## src/pba_pkg.sv

```systemverilog
// Shared types, codes and defaults for the paged bump allocator.
// No dependencies; pba_ctrl, pba_dp and the top level refer to this package by scoped names.
package pba_pkg;

  localparam int PAGE_BYTES_DEF = 4096;
  localparam int MAX_PAGES_DEF  = 64;

  typedef logic [12:0] size_t;
  typedef logic [5:0]  page_idx_t;
  typedef logic [11:0] byte_off_t;
  typedef logic [6:0]  pages_t;
  typedef logic [11:0] cfg_data_t;

  typedef enum logic [1:0] {
    ST_GRANT     = 2'd0,
    ST_TOO_LARGE = 2'd1,
    ST_NO_PAGE   = 2'd2
  } status_t;

  typedef enum logic [1:0] {
    CFG_MISS_LIMIT = 2'd0,
    CFG_ALIGN_LOG2 = 2'd1,
    CFG_PAGE_HDR   = 2'd2,
    CFG_FIRST_HDR  = 2'd3
  } cfg_idx_t;

  localparam logic [7:0]  MISS_LIMIT_RST = 8'd4;
  localparam logic [2:0]  ALIGN_LOG2_RST = 3'd3;
  localparam logic [11:0] PAGE_HDR_RST   = 12'd32;
  localparam logic [11:0] FIRST_HDR_RST  = 12'd96;

  typedef enum logic [2:0] {
    S_INIT,
    S_IDLE,
    S_EVAL,
    S_OPEN,
    S_DONE
  } state_t;

  // Controller to datapath.
  typedef struct packed {
    logic init;
    logic accept;
    logic eval;
    logic open_pg;
    logic emit;
  } cmd_t;

  // Datapath to controller.
  typedef struct packed {
    logic too_large;
    logic walk_ok;
    logic fit;
    logic more;
    logic out_free;
  } stat_t;

endpackage

```

## src/paged_bump_allocator.sv

```systemverilog
// Top level of the paged bump allocator: controller plus datapath.
// Depends on pba_pkg, pba_ctrl, pba_dp (which holds two pba_ram instances).
//
//   Channel  Handshake            Payload
//   in_      in_valid/in_ready    in_alloc_size
//   out_     out_valid/out_ready  out_status, out_page_index, out_byte_offset,
//                                 out_pages_in_use
//   cfg_     cfg_we               cfg_index, cfg_wdata
//
// An item is walked in the eval state, moves to the open state when no opened page
// fits, and goes straight to the done state when it is too large.
// The walk tests one opened page per cycle against the fill-offset RAM read port.
// After reset the init state writes page 0's fill offset and miss count; in_ready is low.
// A new item is taken while a finished result waits in the output register; a
// stalled output holds the next result back in the controller's done state.
module paged_bump_allocator #(
  parameter int PAGE_BYTES = pba_pkg::PAGE_BYTES_DEF,
  parameter int MAX_PAGES  = pba_pkg::MAX_PAGES_DEF
) (
  input  logic                clk,
  input  logic                rst_n,
  input  logic                cfg_we,
  input  logic [1:0]          cfg_index,
  input  pba_pkg::cfg_data_t  cfg_wdata,
  input  logic                in_valid,
  output logic                in_ready,
  input  pba_pkg::size_t      in_alloc_size,
  output logic                out_valid,
  input  logic                out_ready,
  output pba_pkg::status_t    out_status,
  output pba_pkg::page_idx_t  out_page_index,
  output pba_pkg::byte_off_t  out_byte_offset,
  output pba_pkg::pages_t     out_pages_in_use
);

  pba_pkg::cmd_t  cmd;
  pba_pkg::stat_t stat;

  pba_ctrl u_ctrl (
    .clk      (clk),
    .rst_n    (rst_n),
    .in_valid (in_valid),
    .in_ready (in_ready),
    .stat     (stat),
    .cmd      (cmd)
  );

  pba_dp #(
    .PAGE_BYTES (PAGE_BYTES),
    .MAX_PAGES  (MAX_PAGES)
  ) u_dp (
    .clk              (clk),
    .rst_n            (rst_n),
    .cfg_we           (cfg_we),
    .cfg_index        (cfg_index),
    .cfg_wdata        (cfg_wdata),
    .in_alloc_size    (in_alloc_size),
    .out_ready        (out_ready),
    .cmd              (cmd),
    .stat             (stat),
    .out_valid        (out_valid),
    .out_status       (out_status),
    .out_page_index   (out_page_index),
    .out_byte_offset  (out_byte_offset),
    .out_pages_in_use (out_pages_in_use)
  );

endmodule

```

## src/pba_ram.sv

```systemverilog
// Generic single-write, single-read RAM with a registered read port.
// Depends on nothing; used for the per-page fill offsets and miss counts.
module pba_ram #(
  parameter int WIDTH = 8,
  parameter int DEPTH = 64
) (
  input  logic                     clk,
  input  logic                     we,
  input  logic [$clog2(DEPTH)-1:0] waddr,
  input  logic [WIDTH-1:0]         wdata,
  input  logic [$clog2(DEPTH)-1:0] raddr,
  output logic [WIDTH-1:0]         rdata
);

  logic [WIDTH-1:0] mem [DEPTH];

  always_ff @(posedge clk) begin
    if (we) begin
      mem[waddr] <= wdata;
    end
    rdata <= mem[raddr];
  end

endmodule

```

## src/pba_ctrl.sv

```systemverilog
// Sequencing state machine of the paged bump allocator.
// Depends on pba_pkg; drives the datapath through cmd_t and reads stat_t.
module pba_ctrl (
  input  logic            clk,
  input  logic            rst_n,
  input  logic            in_valid,
  output logic            in_ready,
  input  pba_pkg::stat_t  stat,
  output pba_pkg::cmd_t   cmd
);

  pba_pkg::state_t state_r, state_nxt;

  always_ff @(posedge clk) begin
    if (!rst_n) begin
      state_r <= pba_pkg::S_INIT;
    end else begin
      state_r <= state_nxt;
    end
  end

  always_comb begin
    state_nxt = state_r;
    unique case (state_r)
      pba_pkg::S_INIT: state_nxt = pba_pkg::S_IDLE;
      pba_pkg::S_IDLE: begin
        if (in_valid) begin
          priority if (stat.too_large) state_nxt = pba_pkg::S_DONE;
          else if (stat.walk_ok)       state_nxt = pba_pkg::S_EVAL;
          else                         state_nxt = pba_pkg::S_OPEN;
        end
      end
      pba_pkg::S_EVAL: begin
        priority if (stat.fit) state_nxt = pba_pkg::S_DONE;
        else if (stat.more)    state_nxt = pba_pkg::S_EVAL;
        else                   state_nxt = pba_pkg::S_OPEN;
      end
      pba_pkg::S_OPEN: state_nxt = pba_pkg::S_DONE;
      pba_pkg::S_DONE: begin
        if (stat.out_free) begin
          state_nxt = pba_pkg::S_IDLE;
        end
      end
      default: state_nxt = pba_pkg::S_INIT;
    endcase
  end

  always_comb begin
    in_ready    = (state_r == pba_pkg::S_IDLE);
    cmd.init    = (state_r == pba_pkg::S_INIT);
    cmd.accept  = (state_r == pba_pkg::S_IDLE) && in_valid;
    cmd.eval    = (state_r == pba_pkg::S_EVAL);
    cmd.open_pg = (state_r == pba_pkg::S_OPEN);
    cmd.emit    = (state_r == pba_pkg::S_DONE) && stat.out_free;
  end

endmodule

```

## src/pba_dp.sv

```systemverilog
// Datapath of the paged bump allocator: registers, page RAMs, fit tests, result.
// Depends on pba_pkg and pba_ram; sequenced by pba_ctrl.
module pba_dp #(
  parameter int PAGE_BYTES = pba_pkg::PAGE_BYTES_DEF,
  parameter int MAX_PAGES  = pba_pkg::MAX_PAGES_DEF
) (
  input  logic                clk,
  input  logic                rst_n,
  input  logic                cfg_we,
  input  logic [1:0]          cfg_index,
  input  pba_pkg::cfg_data_t  cfg_wdata,
  input  pba_pkg::size_t      in_alloc_size,
  input  logic                out_ready,
  input  pba_pkg::cmd_t       cmd,
  output pba_pkg::stat_t      stat,
  output logic                out_valid,
  output pba_pkg::status_t    out_status,
  output pba_pkg::page_idx_t  out_page_index,
  output pba_pkg::byte_off_t  out_byte_offset,
  output pba_pkg::pages_t     out_pages_in_use
);

  localparam int AW    = $clog2(MAX_PAGES);
  localparam int TW    = $clog2(MAX_PAGES + 1);
  localparam int PBW   = $clog2(PAGE_BYTES + 1);
  // Offsets must hold a 12-bit header rounded up by up to 127 bytes.
  localparam int OFF_W = (PBW > 13) ? PBW : 13;
  localparam int RW    = OFF_W + 1;

  function automatic logic [RW-1:0] round_up(input logic [RW-1:0] x, input logic [2:0] sh);
    logic [RW-1:0] m;
    m = ~({RW{1'b1}} << sh);
    return (x + m) & ~m;
  endfunction

  // Configuration registers.
  logic [7:0]  miss_limit_r;
  logic [2:0]  align_r;
  logic [11:0] page_hdr_r;
  logic [11:0] first_hdr_r;

  // Allocator state.
  logic [AW-1:0] cur_r;
  logic          cur_valid_r;
  logic [TW-1:0] total_r;

  // Per-item working registers.
  pba_pkg::size_t     size_r;
  logic [AW-1:0]      p_r;
  pba_pkg::status_t   res_status_r;
  logic [AW-1:0]      res_page_r;
  pba_pkg::byte_off_t res_off_r;

  // Output register.
  logic               out_valid_r;
  pba_pkg::status_t   out_status_r;
  pba_pkg::page_idx_t out_page_r;
  pba_pkg::byte_off_t out_off_r;
  pba_pkg::pages_t    out_pages_r;

  // RAM ports.
  logic             fill_we, miss_we;
  logic [AW-1:0]    fill_waddr, miss_waddr, rd_addr;
  logic [OFF_W-1:0] fill_wdata, fill_rdata;
  logic [7:0]       miss_wdata, miss_rdata;

  logic [RW-1:0] pos_walk, end_walk, pos_open, end_open;
  logic          fit, open_fits, skip, more, full, open_ok;
  logic [7:0]    miss_inc;

  always_comb begin
    pos_walk  = round_up(RW'(fill_rdata), align_r);
    end_walk  = pos_walk + RW'(size_r);
    fit       = end_walk <= RW'(PAGE_BYTES);
    pos_open  = round_up(RW'(page_hdr_r), align_r);
    end_open  = pos_open + RW'(size_r);
    open_fits = end_open <= RW'(PAGE_BYTES);
    miss_inc  = (miss_rdata != 8'hFF) ? miss_rdata + 8'd1 : miss_rdata;
    skip      = miss_inc >= miss_limit_r;
    more      = (TW'(p_r) + TW'(1)) < total_r;
    full      = total_r >= TW'(MAX_PAGES);
    open_ok   = !full && open_fits;

    stat.too_large = (RW'(in_alloc_size) + RW'(page_hdr_r)) > RW'(PAGE_BYTES);
    stat.walk_ok   = cur_valid_r && (TW'(cur_r) < total_r);
    stat.fit       = fit;
    stat.more      = more;
    stat.out_free  = !out_valid_r || out_ready;
  end

  // While walking, the next page is read ahead so that one page is tested per cycle.
  assign rd_addr = cmd.eval ? (p_r + AW'(1)) : cur_r;

  always_comb begin
    fill_we    = 1'b0;
    fill_waddr = '0;
    fill_wdata = OFF_W'(first_hdr_r);
    priority if (cfg_we && cfg_index == pba_pkg::CFG_FIRST_HDR) begin
      fill_we    = 1'b1;
      fill_wdata = OFF_W'(cfg_wdata);
    end else if (cmd.init) begin
      fill_we    = 1'b1;
    end else if (cmd.eval && fit) begin
      fill_we    = 1'b1;
      fill_waddr = p_r;
      fill_wdata = OFF_W'(end_walk);
    end else if (cmd.open_pg && open_ok) begin
      fill_we    = 1'b1;
      fill_waddr = AW'(total_r);
      fill_wdata = OFF_W'(end_open);
    end
  end

  always_comb begin
    miss_we    = 1'b0;
    miss_waddr = '0;
    miss_wdata = '0;
    priority if (cmd.init) begin
      miss_we    = 1'b1;
    end else if (cmd.eval && !fit) begin
      miss_we    = 1'b1;
      miss_waddr = p_r;
      miss_wdata = miss_inc;
    end else if (cmd.open_pg && open_ok) begin
      miss_we    = 1'b1;
      miss_waddr = AW'(total_r);
    end
  end

  pba_ram #(.WIDTH(OFF_W), .DEPTH(MAX_PAGES)) u_fill_ram (
    .clk   (clk),
    .we    (fill_we),
    .waddr (fill_waddr),
    .wdata (fill_wdata),
    .raddr (rd_addr),
    .rdata (fill_rdata)
  );

  pba_ram #(.WIDTH(8), .DEPTH(MAX_PAGES)) u_miss_ram (
    .clk   (clk),
    .we    (miss_we),
    .waddr (miss_waddr),
    .wdata (miss_wdata),
    .raddr (rd_addr),
    .rdata (miss_rdata)
  );

  always_ff @(posedge clk) begin
    if (!rst_n) begin
      miss_limit_r <= pba_pkg::MISS_LIMIT_RST;
      align_r      <= pba_pkg::ALIGN_LOG2_RST;
      page_hdr_r   <= pba_pkg::PAGE_HDR_RST;
      first_hdr_r  <= pba_pkg::FIRST_HDR_RST;
    end else if (cfg_we) begin
      unique case (cfg_index)
        pba_pkg::CFG_MISS_LIMIT: miss_limit_r <= cfg_wdata[7:0];
        pba_pkg::CFG_ALIGN_LOG2: align_r      <= cfg_wdata[2:0];
        pba_pkg::CFG_PAGE_HDR:   page_hdr_r   <= cfg_wdata;
        pba_pkg::CFG_FIRST_HDR:  first_hdr_r  <= cfg_wdata;
      endcase
    end
  end

  always_ff @(posedge clk) begin
    if (!rst_n) begin
      cur_r       <= '0;
      cur_valid_r <= 1'b1;
      total_r     <= TW'(1);
    end else begin
      if (cmd.eval && !fit && skip) begin
        if (more) begin
          cur_r <= p_r + AW'(1);
        end else begin
          cur_valid_r <= 1'b0;
        end
      end
      if (cmd.open_pg && open_ok) begin
        total_r <= total_r + TW'(1);
        if (!cur_valid_r) begin
          cur_r       <= AW'(total_r);
          cur_valid_r <= 1'b1;
        end
      end
    end
  end

  always_ff @(posedge clk) begin
    if (cmd.accept) begin
      size_r       <= in_alloc_size;
      p_r          <= cur_r;
      res_status_r <= pba_pkg::ST_TOO_LARGE;
      res_page_r   <= '0;
      res_off_r    <= '0;
    end else if (cmd.eval) begin
      if (fit) begin
        res_status_r <= pba_pkg::ST_GRANT;
        res_page_r   <= p_r;
        res_off_r    <= pba_pkg::byte_off_t'(pos_walk);
      end else begin
        p_r <= p_r + AW'(1);
      end
    end else if (cmd.open_pg) begin
      priority if (full) begin
        res_status_r <= pba_pkg::ST_NO_PAGE;
      end else if (!open_fits) begin
        res_status_r <= pba_pkg::ST_TOO_LARGE;
      end else begin
        res_status_r <= pba_pkg::ST_GRANT;
        res_page_r   <= AW'(total_r);
        res_off_r    <= pba_pkg::byte_off_t'(pos_open);
      end
    end
  end

  always_ff @(posedge clk) begin
    if (!rst_n) begin
      out_valid_r <= 1'b0;
    end else if (cmd.emit) begin
      out_valid_r <= 1'b1;
    end else if (out_ready) begin
      out_valid_r <= 1'b0;
    end
  end

  always_ff @(posedge clk) begin
    if (cmd.emit) begin
      out_status_r <= res_status_r;
      out_page_r   <= pba_pkg::page_idx_t'(res_page_r);
      out_off_r    <= res_off_r;
      out_pages_r  <= pba_pkg::pages_t'(total_r);
    end
  end

  assign out_valid        = out_valid_r;
  assign out_status       = out_status_r;
  assign out_page_index   = out_page_r;
  assign out_byte_offset  = out_off_r;
  assign out_pages_in_use = out_pages_r;

endmodule

```

## config.mk

```make
export PLATFORM = sky130hd
export DESIGN_NAME = paged_bump_allocator
export DESIGN_NICKNAME = d
export VERILOG_FILES = /design/src/pba_pkg.sv /design/src/paged_bump_allocator.sv /design/src/pba_ram.sv /design/src/pba_ctrl.sv /design/src/pba_dp.sv
export SDC_FILE = /design/constraint.sdc
export NUM_CORES = 2
export LEC_CHECK = 0
export ABC_CLOCK_PERIOD_IN_PS = 10810
export BUFFER_PORTS_ARGS = -buffer_cell sky130_fd_sc_hd__buf_2
export CELL_PAD_IN_SITES_DETAIL_PLACEMENT = 1
export CELL_PAD_IN_SITES_GLOBAL_PLACEMENT = 2
export CORE_AREA = 3 3 404 406
export CTS_CLUSTER_SIZE = 14
export DETAILED_ROUTE_END_ITERATION = 10
export DIE_AREA = 0 0 407 409
export PLACE_DENSITY_LB_ADDON = 0.1
export SLEW_MARGIN = 20
export SYNTH_ARGS = -nofsm -noshare
export SYNTH_HDL_FRONTEND = slang
export SYNTH_SLANG_ARGS = --single-unit
export TNS_END_PERCENT = 1
```

## constraint.sdc

```tcl
create_clock -name clk -period 10.81 [get_ports clk]
set_clock_uncertainty 0.2 [all_clocks]
set_input_delay 1.081 -clock clk [delete_from_list [all_inputs] [get_ports clk]]
set_output_delay 1.081 -clock clk [all_outputs]
set_load 0.005 [all_outputs]
```

# After elaboration in Yosys (flattened, before gate mapping)
# Memory sizes are Yosys's and may differ from the RTL's. A register that Yosys moved wholly into a read port is not among the register bits.
# Cells that the tools add are included.
# W data, S select, Z words.
[op_classes]
n_shift = 1
eq_ne = 13
add_sub_neg = 9
bitwise = 4
muxes = 59
magnitude_cmp = 7
reduce_logical = 27
[op_table]
columns = ["operator", "count"]
rows = [
  ["$mux W6", 19],
  ["$mux W12", 5],
  ["$mux W13", 4],
  ["$add A14 B13 Y14", 2],
  ["$and A14 B14 Y14", 2],
  ["$le A14 B13 Y1 const B", 2],
  ["$not A14 Y14", 2],
  ["$mux W8", 3],
  ["$mux W1", 19],
  ["$pmux W3 S5", 1],
  ["$add A12 B14 Y14", 1],
  ["$add A13 B12 Y14", 1],
  ["$add A13 B14 Y14", 1],
  ["$gt A14 B13 Y1 const B", 1],
  ["$reduce_and A2 Y1", 7],
  ["$shl A14 B3 Y14 const A", 1],
  ["$mux W3", 4],
  ["$logic_and A1 B1 Y1", 9],
  ["$add A8 B1 Y8 const B", 1],
  ["$ge A8 B8 Y1", 1],
  ["$mux W2", 4],
  ["$ne A8 B8 Y1 const B", 1],
  ["$reduce_bool A2 Y1", 4],
  ["$add A6 B1 Y7 const B", 1],
  ["other kinds (17)", 24],
]
[totals]
ramBits = 1344
mem_count = 2
out_inout_bits = 29
word_cells = 140
reg_bits = 119
[mem_list]
columns = ["name", "depth", "word_bits", "rd", "rd_ports_with_merged_regs", "write_ports", "line", "rtl"]
rows = [
  ["u_dp.u_fill_ram.mem", 64, 13, 1, 1, 1, "pba_ram.sv:15", "logic [WIDTH-1:0] mem [DEPTH];"],
  ["u_dp.u_miss_ram.mem", 64, 8, 1, 1, 1, "pba_ram.sv:15", ""],
]

# Logic depth before layout (Yosys ltp)
[depth]
word_depth = 14
ltp_mapped = 25
ltp_nobuf = 20

# By module
# A second synthesis with hierarchy kept.
[hier_totals]
cells_unflattened = 3362
hier_area_um2 = 61474.0
[by_module_without_submodules]
columns = ["mod", "cells_each", "area_per_inst_um2", "instances"]
rows = [
  ["pba_ram at u_dp.u_fill_ram", 1402, 32344.8, 1],
  ["pba_ram at u_dp.u_miss_ram", 940, 20166.8, 1],
  ["pba_dp", 992, 8718.4, 1],
  ["pba_ctrl", 28, 244.0, 1],
]

# Worst setup path before layout
# No wires, ideal clock.
[synth_timing]
path_type = "reg-to-reg"
from = "reg u_dp.align_r[2]"
to = "mem u_dp.u_fill_ram.mem[0][4] (netlist bit), data pin"
period_less_slack_ps = 8303
setup_time_ps = 721
path_buffers = 3
path_stages_with_launch = 24
arrival_time_ps = 7382
setup_slack_ps = 2507
cell_sequence = "dfxtp_1 > clkbuf_1 > or3_1 > nand2_1 > fa_1 > nor2b_1 > o21a_1 > nor2_1 > maj3_1 > o21bai_1 > or2_2 > a21oi_1 > ha_1 > a211o_1 > a211o_1 > a41oi_2 > xnor2_1 > a21oi_1 > a41oi_1 > buf_2 > buf_2 > nor2_2 > mux2i_1 > a211oi_1"
[synth_between]
elab_chain_cells = 12
word_cells_on_any_way = 18
cone_classes = "add/sub (4); order compare (2); shift (1); mux (4); bitwise (4); reduce/logical (3)"
[synth_lines]
columns = ["element", "line", "rtl"]
rows = [
  ["from (decl)", "pba_dp.sv:38", "logic [2:0] align_r;"],
  ["from (signal assigned)", "pba_dp.sv:151", "align_r <= pba_pkg::ALIGN_LOG2_RST;"],
  ["from (signal assigned)", "pba_dp.sv:157", "pba_pkg::CFG_ALIGN_LOG2: align_r <= cfg_wdata[2:0];"],
  ["$shl A14 B3 Y14 *", "pba_dp.sv:32", "m = ~({RW{1'b1}} << sh);"],
  ["$not A14 Y14 *", "pba_dp.sv:32", ""],
  ["$add A12 B14 Y14 or $not A14 Y14 (tied branches)", "pba_dp.sv:33", "return (x + m) & ~m;"],
  ["$and A14 B14 Y14", "pba_dp.sv:33", ""],
  ["$add A14 B13 Y14", "pba_dp.sv:76", "end_open = pos_open + RW'(size_r);"],
  ["$le A14 B13 Y1", "pba_dp.sv:77", "open_fits = end_open <= RW'(PAGE_BYTES);"],
  ["$logic_and A1 B1 Y1", "pba_dp.sv:82", "open_ok = !full && open_fits;"],
  ["$logic_and A1 B1 Y1", "pba_dp.sv:107", "end else if (cmd.open_pg && open_ok) begin"],
  ["$mux W13", "pba_dp.sv:107", ""],
  ["$mux W13 *", "pba_dp.sv:103", "end else if (cmd.eval && fit) begin"],
  ["$mux W13 *", "pba_dp.sv:101", "end else if (cmd.init) begin"],
  ["$mux W13 *", "pba_dp.sv:98", "priority if (cfg_we && cfg_index == pba_pkg::CFG_FIRST_HDR) begin"],
  ["net u_dp.fill_wdata[4]", "pba_dp.sv:64", "logic [OFF_W-1:0] fill_wdata, fill_rdata;"],
  ["to (decl)", "pba_ram.sv:15", ""],
]
# Mark *: on every way through the listed nets, which the timed path passes. The rest lies on a longest branch.

# Final worst setup path
[layout_timing]
from = "reg u_dp.align_r[2]"
to = "mem u_dp.u_fill_ram.mem[19][8] (netlist bit), enable pin"
[layout_between]
elab_chain_cells = 14
word_cells_on_any_way = 24
cone_classes = "add/sub (4); order compare (2); shift (1); mux (10); bitwise (4); reduce/logical (3)"
[layout_lines]
columns = ["element", "line", "rtl"]
rows = [
  ["$shl A14 B3 Y14 *", "pba_dp.sv:32", ""],
  ["$not A14 Y14 *", "pba_dp.sv:32", ""],
  ["$add A12 B14 Y14 or $not A14 Y14 (tied branches)", "pba_dp.sv:33", ""],
  ["$and A14 B14 Y14", "pba_dp.sv:33", ""],
  ["$add A14 B13 Y14", "pba_dp.sv:76", ""],
  ["$le A14 B13 Y1", "pba_dp.sv:77", ""],
  ["$logic_and A1 B1 Y1", "pba_dp.sv:82", ""],
  ["$logic_and A1 B1 Y1", "pba_dp.sv:107", ""],
  ["$mux W1", "pba_dp.sv:107", ""],
  ["$mux W1", "pba_dp.sv:103", ""],
  ["$mux W1", "pba_dp.sv:101", ""],
  ["$mux W1", "pba_dp.sv:98", ""],
  ["$mux W1", "pba_ram.sv:18", "if (we) begin"],
  ["$mux W1 (not written as such)", "pba_ram.sv:19", "mem[waddr] <= wdata;"],
]
# Every way passes the cells marked *; elsewhere a longest branch is shown, timed or not.

==> flow_metrics.tcl <==
set metrics [dict create \
    status "completed" \
    fillers 15900 \
    wirelength_um 192000 \
    critPathLaunchType "flip-flop" \
    maxCapViolations 0 \
    viasPerCell 5.68 \
    dieArea_um2 166000 \
    fin_tns_setup_ns 0 \
    ys_ff_latch 1484 \
    synth_flop_cell "edfxtp_1" \
    final_cell_area_um2 72900 \
    hold_buffers 0 \
    dp_slack_ns 3.22 \
    ios 61 \
    antenna_left 0 \
    drc 0 \
    cts_buffer_depth 3 \
    clk_latency_ns 0.78 \
    cts-htree-levels 4 \
    die_w_um 407 \
    cts.sinks 1484 \
    vias 40200 \
    period_minus_slack_ns 7.49 \
    drv_slew 0 \
    syn_area_um2 63700 \
    avgSynthCellArea_um2 13.5 \
    hpwlAfterDp_um 117000 \
    core_um2 160000 \
    wl_per_cell_um 27.2 \
    hold_viol_final 0 \
    grt_pass1_wl_um 284000 \
    synthCells 4736 \
    fin_crit_sh 0.693 \
    peakVddDrop_uv 152 \
    worstSetupEndpointType "flip-flop" \
    cts_inserted_buffers 164 \
    post_cts_buffers 0 \
    grt_setup_unrepaired "false" \
    power_density_nw_per_um2 197 \
    synthArstFlopShare 0 \
    mostFrequentLayoutCell "edfxtp_1" \
    drive_gt1_frac 0.127 \
    regArea_um2 43600 \
    dp.cells 6783 \
    floorplan.initialDensity 0.398 \
    cts_tree "done" \
    power_leakage_uw 0.0231 \
    fin_cells 7084 \
    ys_warn_count 0 \
    setup_violations 0 \
    syn-num-nets 4844 \
    path_max_fanout 15 \
    post_cts_resized 0 \
    slew_headroom 0.227 \
    num_rows 147 \
    synth_seq_area_share 0.685 \
    yosysUniqueCellTypes 94 \
    grt_pass1_vias 41400 \
    place_area_um2 67500 \
    power_uw 14300 \
    worst_slack_ns 3.32 \
    gp_congestion 0.824 \
    port_buffers 60 \
    areaGrowthSynthToFinish_pct 14.4 \
    clkSlewWorstSetupHoldPaths_ns 0.06 \
    critPathArrivalTime_ns 7.74 \
    required_ns 11.06 \
    grt_max_degree 172 \
    synth_edf_count 1390 \
    antenna_found_initial 3 \
    max_freq_ghz 0.133 \
    dr.first_iter.drc_count 2761 \
    dr.pass1.iters 5 \
    worstSetupPathType "flip-flop to flip-flop" \
    grtUsageTotal 0.230 \
    min_path_type "flip-flop to flip-flop" \
    grt.overflow.total 0 \
    nNetsFinal 4902 \
    multiInputGateArea_um2 19500 \
    final_cell_mix "1,390 x edfxtp_1, 673 x a211oi_1, 468 x nand2_1" \
    fp.dieH_um 409 \
    max_slew.worst_pin.slew_ns 1.16 \
    cts-root-buf "clkbuf_16" \
]
[through the flow]
stage | util | hold WS (ns)
6_report | 0.455 | 0.232
5_1_grt | 0.455 | 0.253
3_5_place_dp | 0.421 | 0.221
2_1_floorplan | - | 0.203
3_3_place_gp | 0.421 | 0.211
4_1_cts | 0.454 | 0.228
[registers in the layout, indices dropped and copies added (netlist names)]
| name | cells |
|---|---|
| u_dp.u_miss_ram.rdata | 8 |
| u_dp.out_status | 2 |
| u_dp.res_page_r | 6 |
| u_dp.u_miss_ram.mem | 512 |
| u_dp.out_pages_in_use | 7 |
| u_dp.u_fill_ram.rdata | 13 |
| u_dp.cur_valid_r | 1 |
| u_dp.u_fill_ram.mem | 832 |
| u_dp.align_r | 3 |
| u_dp.first_hdr_r | 12 |
| u_dp.miss_limit_r | 8 |
| u_dp.res_off_r | 12 |
| u_dp.out_byte_offset | 12 |
| u_dp.p_r | 6 |
| u_dp.out_page_index | 6 |
| u_dp.out_valid | 1 |
| u_dp.page_hdr_r | 12 |
| u_dp.res_status_r | 2 |
| u_dp.total_r | 7 |
| u_ctrl.state_r | 3 |
| u_dp.cur_r | 6 |
| u_dp.size_r | 13 |
[final cells by class]
cell class                      count  share of cell area
Clock buffer                      209              0.0604
Timing Repair Buffer              228              0.0234
Tap cell                         2160              0.0371
Clock inverter                     85              0.0104
Multi-Input combinational cell   2865               0.268
Sequential cell                  1484               0.598
Inverter                           51             0.00263
Antenna cell                        2           0.0000686
[routing by layer]
metal,part of all wire,global-route usage
met1,0.46,0.326
met5,0,0
met4,0.018,0.0503
met3,0.036,0.0315
met2,0.48,0.376
[synth_stat cells, types with 51 or more instances]
master | n | area [µm²]
edfxtp_1 | 1390 | 41700
a211oi_1 | 674 | 5060
nand2_1 | 468 | 1760
and2_1 | 328 | 2050
a21oi_1 | 263 | 1320
clkbuf_1 | 255 | 957
mux2i_1 | 187 | 1870
a31oi_1 | 177 | 1110
nor2_1 | 133 | 499
nor3_1 | 99 | 495
dfxtp_1 | 94 | 1880
ha_1 | 71 | 888
buf_2 | 58 | 290
inv_1 | 51 | 191
[critical path, stage by stage, from the launching register on]
cell and delay [ns]:
dfxtp_1 0.46, or3_1 0.48, nand2_1 0.12, fa_1 0.26, inv_1 0.06, a21o_1 0.18, a21oi_1 0.25, o21ai_0 0.19
a31oi_1 0.32, nand2b_1 0.17, xnor2_1 0.14, ha_1 0.31, a21oi_1 0.29, nand4_1 0.12, o22ai_1 0.22, xnor2_1 0.12
or4_4 0.56, o41ai_4 0.66, nand3_1 0.25, a211o_1 0.66, nor4_2 0.85, buf_4 0.30
[where the power goes]
part	internal, µW	leakage, µW	switching [µW]
combinational	614	0.00729	1590
sequential	6590	0.0133	126
clock	3080	0.00251	2320
total	10300	0.0231	4040
[path summary, 6_finish.rpt]
check	startpoint	end	slack [ns]	cells after the start
max reg2reg	u_dp.align_r[2]$_SDFFE_PN0P_	u_dp.u_fill_ram.mem[19][8]$_DFFE_PP_	3.32	21
min reg2reg	u_dp.res_off_r[0]$_SDFFE_PP0P_	u_dp.out_byte_offset[0]$_DFFE_PP_	0.23	0
min	u_dp.res_off_r[0]$_SDFFE_PP0P_	u_dp.out_byte_offset[0]$_DFFE_PP_	0.23	0
max	u_dp.align_r[2]$_SDFFE_PN0P_	u_dp.u_fill_ram.mem[19][8]$_DFFE_PP_	3.32	21
[logic make-up (layout without fill, tap and decap cells)]
family,Yosys count,count (layout),share of synthesized area
mux,189,189,0.0297
xor+xnor,50,50,0.00699
compound gates,1309,1309,0.142
flops,1484,1484,0.685
other cells,0,2,0
fa+ha+maj,77,77,0.0157
buf+inv,387,573,0.0242
simple gates,1240,1240,0.0968
No activity file was read; power rests on OpenSTA's default activity.
